==> src/rtl/ppas_pkg.sv <==
// Package for the phased periodic action scheduler: modes, result status codes,
// sequencer states and the slot table entry type. No dependencies.
`timescale 1ns / 1ps

package ppas_pkg;

  // input item modes
  localparam logic [1:0] MODE_TICK   = 2'd0;
  localparam logic [1:0] MODE_ADD    = 2'd1;
  localparam logic [1:0] MODE_REMOVE = 2'd2;

  // most fired actions reported for one tick
  localparam int          RES_CW      = 5;
  localparam logic [4:0]  MAX_RESULTS = 5'd16;

  // result status codes
  typedef enum logic [2:0] {
    ST_FIRED    = 3'd0,
    ST_NONE     = 3'd1,
    ST_ADDED    = 3'd2,
    ST_FULL     = 3'd3,
    ST_REMOVED  = 3'd4,
    ST_NOTFOUND = 3'd5
  } status_t;

  // sequencer states
  typedef enum logic [3:0] {
    S_IDLE,
    S_TREAD,
    S_TCHK,
    S_TDIV,
    S_TNEXT,
    S_TEND,
    S_RREAD,
    S_RCHK,
    S_RDONE,
    S_EMIT
  } state_t;

  // one slot of the action table
  typedef struct packed {
    logic [15:0] freq;
    logic [15:0] phase;
    logic [15:0] id;
  } slot_t;

endpackage

==> src/rtl/ppas_table.sv <==
// Slot table of the scheduler: one write port and one registered read port.
// Depends on ppas_pkg for the slot entry type.
`timescale 1ns / 1ps

module ppas_table #(
  parameter int SLOTS = 16,
  parameter int IW    = 4
) (
  input  logic               clk,
  input  logic               wr_en,
  input  logic [IW-1:0]      wr_addr,
  input  ppas_pkg::slot_t    wr_data,
  input  logic [IW-1:0]      rd_addr,
  output ppas_pkg::slot_t    rd_data
);

  ppas_pkg::slot_t mem [SLOTS];

  // write port
  always_ff @(posedge clk) begin
    if (wr_en) begin
      mem[wr_addr] <= wr_data;
    end
  end

  // registered read port
  always_ff @(posedge clk) begin
    rd_data <= mem[rd_addr];
  end

endmodule

==> src/rtl/ppas_mod.sv <==
// Bit-serial remainder unit: 32-bit dividend modulo 16-bit divisor, one
// dividend bit per cycle. No package dependency.
`timescale 1ns / 1ps

module ppas_mod (
  input  logic        clk,
  input  logic        rst,
  input  logic        start,
  input  logic [31:0] dividend,
  input  logic [15:0] divisor,
  output logic        done,
  output logic [15:0] rem
);

  logic        busy;
  logic [4:0]  count;
  logic [31:0] dvd;
  logic [15:0] dsr;
  logic [16:0] trial;
  logic [16:0] diff;

  // one restoring step
  assign trial = {rem, dvd[31]};
  assign diff  = trial - {1'b0, dsr};

  always_ff @(posedge clk) begin
    if (rst) begin
      busy <= 1'b0;
      done <= 1'b0;
    end else begin
      done <= 1'b0;
      if (start) begin
        busy  <= 1'b1;
        count <= '0;
        dvd   <= dividend;
        dsr   <= divisor;
        rem   <= '0;
      end else if (busy) begin
        rem   <= (trial >= {1'b0, dsr}) ? diff[15:0] : trial[15:0];
        dvd   <= {dvd[30:0], 1'b0};
        count <= count + 5'd1;
        if (count == 5'd31) begin
          busy <= 1'b0;
          done <= 1'b1;
        end
      end
    end
  end

endmodule

==> src/rtl/phased_periodic_action_scheduler.sv <==
// Phased periodic action scheduler: sequencer, slot table and shared
// remainder unit. Depends on ppas_pkg, ppas_table and ppas_mod.
//
// Usage: items enter on item_valid/item_ready, results leave on
// result_valid/result_ready; each transfer happens when valid and ready
// are both high. The block takes one item at a time: item_ready is high
// only while the sequencer is idle.
// An add gives one result; a remove reads and then checks each used slot
// in turn and compacts the table in place. A tick reads each used slot in
// turn; a slot whose frequency is nonzero and not above the tick also
// takes one pass through the serial remainder unit. Fired ids are reported
// in table order, the last flagged with last; a tick that fires nothing gives
// one result with status none fired. Results sit in an output register;
// while the receiver stalls the sequencer waits at that register and loses
// nothing. Mode 3 is taken and ignored. Reset empties the table, clears the
// id and tick counters and drops any pending result; it needs no clearing
// pass.
`timescale 1ns / 1ps

module phased_periodic_action_scheduler #(
  parameter int SLOTS = 16
) (
  input  logic        clk,
  input  logic        rst,
  input  logic        item_valid,
  output logic        item_ready,
  input  logic [1:0]  mode,
  input  logic [15:0] frequency,
  input  logic [15:0] phase,
  input  logic [15:0] action_id,
  input  logic [31:0] available_time,
  output logic        result_valid,
  input  logic        result_ready,
  output logic [2:0]  status,
  output logic [15:0] result_id,
  output logic [31:0] budget,
  output logic        last
);

  localparam int IW = (SLOTS > 1) ? $clog2(SLOTS) : 1;
  localparam int CW = $clog2(SLOTS + 1);

  ppas_pkg::state_t  state, state_next;
  ppas_pkg::slot_t   rd_data;
  ppas_pkg::slot_t   tbl_wdata;
  ppas_pkg::status_t res_status;

  logic                       tbl_we;
  logic [IW-1:0]              tbl_waddr;
  logic [IW-1:0]              idx;
  logic [CW-1:0]              used;
  logic [CW-1:0]              keep;
  logic [15:0]                next_id;
  logic [31:0]                tick;
  logic [15:0]                aid_q;
  logic [31:0]                avail_q;
  logic [ppas_pkg::RES_CW-1:0] cnt;
  logic                       pend_v;
  logic [15:0]                pend_id;
  logic [15:0]                res_id;
  logic [31:0]                res_budget;
  logic                       res_last;
  logic                       emit_back;
  logic                       out_load;
  logic                       div_start;
  logic                       div_done;
  logic [15:0]                div_rem;
  logic                       last_idx;
  logic                       full;
  logic                       fire;

  assign item_ready = (state == ppas_pkg::S_IDLE);
  assign last_idx   = ((CW'(idx) + CW'(1)) == used);
  assign full       = (used == CW'(SLOTS));
  assign fire       = div_done && (div_rem == 16'd0) && (cnt != ppas_pkg::MAX_RESULTS);

  // slot table
  ppas_table #(
    .SLOTS (SLOTS),
    .IW    (IW)
  ) u_table (
    .clk     (clk),
    .wr_en   (tbl_we),
    .wr_addr (tbl_waddr),
    .wr_data (tbl_wdata),
    .rd_addr (idx),
    .rd_data (rd_data)
  );

  // shared remainder unit
  ppas_mod u_mod (
    .clk      (clk),
    .rst      (rst),
    .start    (div_start),
    .dividend (tick + {16'd0, rd_data.phase}),
    .divisor  (rd_data.freq),
    .done     (div_done),
    .rem      (div_rem)
  );

  // state register
  always_ff @(posedge clk) begin
    if (rst) begin
      state <= ppas_pkg::S_IDLE;
    end else begin
      state <= state_next;
    end
  end

  // next state and strobes
  always_comb begin
    state_next = state;
    tbl_we     = 1'b0;
    tbl_waddr  = used[IW-1:0];
    tbl_wdata  = '{freq: frequency, phase: phase, id: next_id};
    div_start  = 1'b0;
    out_load   = 1'b0;
    case (state)
      ppas_pkg::S_IDLE: begin
        if (item_valid) begin
          case (mode)
            ppas_pkg::MODE_TICK: begin
              state_next = (used == '0) ? ppas_pkg::S_TEND : ppas_pkg::S_TREAD;
            end
            ppas_pkg::MODE_ADD: begin
              tbl_we     = !full;
              state_next = ppas_pkg::S_EMIT;
            end
            ppas_pkg::MODE_REMOVE: begin
              state_next = (used == '0) ? ppas_pkg::S_RDONE : ppas_pkg::S_RREAD;
            end
            default: ;
          endcase
        end
      end
      ppas_pkg::S_TREAD: state_next = ppas_pkg::S_TCHK;
      ppas_pkg::S_TCHK: begin
        if (rd_data.freq == 16'd0 || tick < {16'd0, rd_data.freq}) begin
          state_next = ppas_pkg::S_TNEXT;
        end else begin
          div_start  = 1'b1;
          state_next = ppas_pkg::S_TDIV;
        end
      end
      ppas_pkg::S_TDIV: begin
        if (div_done) begin
          state_next = (fire && pend_v) ? ppas_pkg::S_EMIT : ppas_pkg::S_TNEXT;
        end
      end
      ppas_pkg::S_TNEXT: begin
        state_next = last_idx ? ppas_pkg::S_TEND : ppas_pkg::S_TREAD;
      end
      ppas_pkg::S_TEND:  state_next = ppas_pkg::S_EMIT;
      ppas_pkg::S_RREAD: state_next = ppas_pkg::S_RCHK;
      ppas_pkg::S_RCHK: begin
        // kept entries slide down to the compacted position
        if (rd_data.id != aid_q) begin
          tbl_we    = 1'b1;
          tbl_waddr = keep[IW-1:0];
          tbl_wdata = rd_data;
        end
        state_next = last_idx ? ppas_pkg::S_RDONE : ppas_pkg::S_RREAD;
      end
      ppas_pkg::S_RDONE: state_next = ppas_pkg::S_EMIT;
      ppas_pkg::S_EMIT: begin
        if (!result_valid || result_ready) begin
          out_load   = 1'b1;
          state_next = emit_back ? ppas_pkg::S_TNEXT : ppas_pkg::S_IDLE;
        end
      end
      default: state_next = ppas_pkg::S_IDLE;
    endcase
  end

  // datapath and bookkeeping registers
  always_ff @(posedge clk) begin
    if (rst) begin
      used         <= '0;
      next_id      <= '0;
      tick         <= '0;
      result_valid <= 1'b0;
      pend_v       <= 1'b0;
    end else begin
      // output register
      if (out_load) begin
        result_valid <= 1'b1;
        status       <= res_status;
        result_id    <= res_id;
        budget       <= res_budget;
        last         <= res_last;
      end else if (result_ready) begin
        result_valid <= 1'b0;
      end

      case (state)
        ppas_pkg::S_IDLE: begin
          if (item_valid) begin
            aid_q   <= action_id;
            avail_q <= available_time;
            idx     <= '0;
            keep    <= '0;
            cnt     <= '0;
            pend_v  <= 1'b0;
            case (mode)
              ppas_pkg::MODE_TICK: tick <= tick + 32'd1;
              ppas_pkg::MODE_ADD: begin
                emit_back  <= 1'b0;
                res_last   <= 1'b1;
                res_budget <= '0;
                if (!full) begin
                  used       <= used + CW'(1);
                  next_id    <= next_id + 16'd1;
                  res_status <= ppas_pkg::ST_ADDED;
                  res_id     <= next_id;
                end else begin
                  res_status <= ppas_pkg::ST_FULL;
                  res_id     <= '0;
                end
              end
              default: ;
            endcase
          end
        end
        ppas_pkg::S_TDIV: begin
          // a firing is held back until we know whether it is the last
          if (fire) begin
            if (pend_v) begin
              res_status <= ppas_pkg::ST_FIRED;
              res_id     <= pend_id;
              res_budget <= avail_q;
              res_last   <= 1'b0;
              emit_back  <= 1'b1;
            end
            pend_v  <= 1'b1;
            pend_id <= rd_data.id;
            cnt     <= cnt + ppas_pkg::RES_CW'(1);
          end
        end
        ppas_pkg::S_TNEXT: begin
          if (!last_idx) begin
            idx <= idx + IW'(1);
          end
        end
        ppas_pkg::S_TEND: begin
          res_status <= pend_v ? ppas_pkg::ST_FIRED : ppas_pkg::ST_NONE;
          res_id     <= pend_v ? pend_id : 16'd0;
          res_budget <= avail_q;
          res_last   <= 1'b1;
          emit_back  <= 1'b0;
        end
        ppas_pkg::S_RCHK: begin
          if (rd_data.id != aid_q) begin
            keep <= keep + CW'(1);
          end
          if (!last_idx) begin
            idx <= idx + IW'(1);
          end
        end
        ppas_pkg::S_RDONE: begin
          res_status <= (keep != used) ? ppas_pkg::ST_REMOVED : ppas_pkg::ST_NOTFOUND;
          res_id     <= aid_q;
          res_budget <= '0;
          res_last   <= 1'b1;
          emit_back  <= 1'b0;
          used       <= keep;
        end
        default: ;
      endcase
    end
  end

endmodule

==> config.mk <==
export PLATFORM = sky130hd
export DESIGN_NAME = phased_periodic_action_scheduler
export DESIGN_NICKNAME = d
export VERILOG_FILES = /design/src/rtl/ppas_pkg.sv /design/src/rtl/ppas_table.sv /design/src/rtl/ppas_mod.sv /design/src/rtl/phased_periodic_action_scheduler.sv
export SDC_FILE = /design/constraint.sdc
export NUM_CORES = 1
export LEC_CHECK = 0
export BUFFER_PORTS_ARGS = -buffer_cell sky130_fd_sc_hd__buf_2
export CAP_MARGIN = 20
export CELL_PAD_IN_SITES_DETAIL_PLACEMENT = 1
export CELL_PAD_IN_SITES_GLOBAL_PLACEMENT = 2
export CORE_UTILIZATION = 43
export DETAILED_ROUTE_END_ITERATION = 7
export PLACE_DENSITY = 0.73
export SLEW_MARGIN = 25
export SYNTH_ARGS = -nofsm -noshare
export SYNTH_HDL_FRONTEND = slang
export SYNTH_SLANG_ARGS = --single-unit
==> constraint.sdc <==
create_clock -name clk -period 6.7 [get_ports clk]
set_input_delay 1.34 -clock clk [delete_from_list [all_inputs] [get_ports clk]]
set_output_delay 1.34 -clock clk [all_outputs]
set_load 0.02 [all_outputs]
==> flow_summary_export.csv <==
group,metric,value,unit
timing,fin_crit_sh,0.602,
synthesis,ys_seq_area_frac,0.724,
synthesis,synth_area,0.0453,mm²
floorplan,core-area,0.104,mm²
timing,fin_skew,0.0423,ns
critical_path,crit_start,"state[0]$_SDFFE_PP0P_",
global_route,antenna_found_initial,9,
critical_path,crit_family,"simple AND/OR/NAND/NOR gates",
power,leakagePower,17.5,nW
synthesis,yosys.area.top_type,"edfxtp_1",
synthesis,synth_top_family_by_area,"multiplexers",
critical_path,path_cells,"nand2_1, inv_1, nand2_1, nor2_4, nand3b_1, o32ai_4, buf_4",
synthesis,synth_fa_ha_area_frac,0.0174,
synthesis,synth_area_leaders,"edfxtp_1 (68%), mux4_2 (12%), dfxtp_1 (4.8%)",
critical_path,criticalPathCategory,"reg2reg",
global_route,first_global_vias,24514,
timing,slew_headroom,0.324,
timing,fmax,248,MHz
timing,setup_viol,0,
drt,dr.pass1.iters,7,
critical_path,max_stage_delay,0.91,ns
clock_network,clock_latency,0.72,ns
critical_path,cp_common_cell,"nand2_1",
drt,via_count,23356,
timing,worst_slew_pin_slew,1.01,ns
critical_path,r2r-end,"u_table.mem[8][43]$_DFFE_PP_",
clock_network,cts.sinks,1129,
timing,hold_violations,0,
clock_network,clk_pin_slew,0.06,ns
synthesis,synthSimpleGateAreaFrac,0.0486,
power,peakVddDrop,0.219,mV
critical_path,r2r_cells,7,
clock_network,cts_buffers,114,
place,dp_hpwl,70500,µm
global_route,grt_first_pass_wirelength,163000,µm
critical_path,endpoint,"u_table.mem[8][43]$_DFFE_PP_",
drt,antenna_left,0,
critical_path,cp-end-kind,"flip-flop",
place,dp.cells,3915,
layout,postLayoutCoreUtil,0.496,
layout,multi_input_area,0.0120,mm²
clock_network,cts.repair.resized,0,
drt,route.detailed.drc,0,
layout,stdcell_count,4133,
clock_network,cts_hold_buf,0,
synthesis,muxShareOfSynthArea,0.136,
synthesis,synthCells,2469,
timing,holdWs,0.420,ns
critical_path,r2r-start,"state[0]$_SDFFE_PP0P_",
clock_network,cts_tree,"done",
critical_path,rrSetupSlack,2.67,ns
power,powerDensity,328,mW/mm²
layout,nets,2801,
timing,rsz0062_at_grt,"no",
synthesis,synth-main-ff-cell,"edfxtp_1",
synthesis,synthArstFlopShare,0,
place,numPortBuffers,139,
floorplan,die_w,327,µm
clock_network,htree_levels,3,
synthesis,yosysWarnings,0,
synthesis,ys_ff_latch,1129,
critical_path,cp.depth,7,
power,fin_total_pwr,16.9,mW
run,max_cap_violations,0,
layout,register_area,0.0328,mm²
synthesis,synth.net_count,2617,
global_route,grt_remaining_overflow,0,
critical_path,crit_required,7.02,ns
layout,drive_above_1_share,0.254,
timing,final_max_slew_viol_count,0,
floorplan,start_util,0.435,
clock_network,clk_path_buf_depth,3,
critical_path,crit_path_max_fanout,33,
drt,routedWlPerCell,26.5,µm
floorplan,dieHeight,327,µm
critical_path,critPathSlowestCell,"o32ai_4",
synthesis,synth_cell_types,86,
floorplan,die_area,0.107,mm²
critical_path,cp.arrival,4.36,ns
critical_path,cp-start-kind,"flip-flop",
drt,drtIter0Drc,1949,
layout,fillers,9542,
floorplan,num_rows,118,
place,globalplace.congestion,0.808,
timing,tns,0,ns
floorplan,ioPinCount,140,
drt,routed_via_density,5.65,
synthesis,synth_xor_area_frac,0.0211,
run_status,outcome,"completed",
drt,wl,109000,µm
critical_path,path_buf_inv,2,
global_route,grt_max_degree,146,
synthesis,synth_edf_count,1020,
clock_network,clockRootBuffer,"clkbuf_16",
layout,area_growth,13.9,%
global_route,grt_util_all_layers,0.206,
min_path,hp-class,"reg2reg",
synthesis,synth_top_area_frac,0.676,
synthesis,synth_area_per_cell,18.4,µm²
timing,period_minus_slack,4.03,ns
clock_network,cts_setup_buffers,0,
synthesis,synth_compound_area_frac,0.0346,
report_power, final:
| group | internal, mW | switching, mW | leakage (nW) |
|---|---|---|---|
| registers | 8.04 | 0.374 | 10.5 |
| logic | 0.975 | 1.27 | 5.17 |
| clock network | 3.60 | 2.68 | 1.83 |
flip-flops by register name, indices dropped and copies added, names as in the netlist, 3 cells and up:
signal           cells
u_mod.count          5
tick                32
pend_id             16
status               3
avail_q             32
next_id             16
budget              32
u_table.rd_data     48
state                4
u_mod.rem           16
aid_q               16
keep                 5
u_table.mem        768
result_id           16
used                 5
u_mod.dsr           16
res_budget          32
res_status           3
idx                  4
cnt                  5
u_mod.dvd           32
res_id              16
cells in the final DEF, fill, tap and decap left out, drive strengths merged, types with 56 or more instances in the layout:
master  Yosys  layout
dfxtp     109     109
a21oi      69      69
nand2      79      79
clkbuf     58     146
ha         60      60
xor2       56      56
edfxtp   1020    1020
mux4      240     240
nor2      144     144
buf        58     184
inv        74      78
worst register-to-register path: stages, from the launching register on:
cell and delay [ns]:
dfxtp_1 0.65, nand2_1 0.15, inv_1 0.12, nand2_1 0.15, nor2_4 0.58, nand3b_1 0.47, o32ai_4 0.92, buf_4 0.58
kinds of logic (layout without fill, tap and decap cells):
group                      after synthesis  in the layout
and+or+nand+nor                        438            438
muxes                                  309            309
other                                    0              1
AOI/OAI and AO/OA                      232            232
xor gates and xnor gates               109            109
buffers and inverters                  190            473
adders and majority gates               62             62
DFF                                   1129           1129
synth_stat cells, types with 7 or more instances:
cell type and count:
edfxtp_1 1020, mux4_2 240, nor2_1 141, dfxtp_1 109
nand2_1 79, inv_1 74, a21oi_1 66, ha_1 60
clkbuf_1 56, xor2_1 56, mux2_2 54, xnor2_1 53
o21ai_0 48, buf_2 45, and2_1 41, nand3_1 32
nor3_1 25, and3_1 22, nand4_1 22, a222oi_1 16
mux2i_1 14, nor4_1 14, nand2b_1 13, a21o_1 11
a31oi_1 11, nor2b_1 11, a211oi_1 10, o22ai_1 10
or3_1 9, o31ai_1 7
worst min-delay path by stage:
stage                                 start                endpoint  slack [ns]  cells after the start
3_3_place_gp   res_budget[30]$_SDFFCE_PN0P_    budget[30]$_DFFE_PP_        0.40                      0
2_1_floorplan   res_budget[0]$_SDFFCE_PN0P_     budget[0]$_DFFE_PP_        0.40                      0
5_1_grt                 res_id[3]$_DFFE_PP_  result_id[3]$_DFFE_PP_        0.42                      0
4_1_cts                 res_id[3]$_DFFE_PP_  result_id[3]$_DFFE_PP_        0.42                      0
3_5_place_dp        res_status[2]$_DFFE_PP_     status[2]$_DFFE_PP_        0.41                      0
6_report            res_status[2]$_DFFE_PP_     status[2]$_DFFE_PP_        0.42                      0
stage by stage:
stage / instance area [µm²] / setup slack (ns)
2_1_floorplan: 45300 / 0.281
3_3_place_gp: 47800 / 2.04
3_5_place_dp: 47800 / 2.01
4_1_cts: 51600 / 2.59
5_1_grt: 51600 / 2.42
6_report: 51600 / 2.67
routing by layer:
layer  share of wire  up-vias  track usage
met4           0.016        0       0.0444
met2            0.47      627        0.320
met3           0.055      128       0.0335
met5               0        -            0
li1                -    10214            -
met1            0.46    12387        0.306
final cells by class:
cell class	count	share of cell area
Sequential cell	1129	0.636
Multi-Input combinational cell	1150	0.232
Clock buffer	146	0.0612
Tap cell	1380	0.0335
Timing Repair Buffer	184	0.0212
Clock inverter	69	0.0113
Inverter	74	0.00538
Antenna cell	1	0.0000485
No activity file was read; power rests on OpenSTA's default activity.
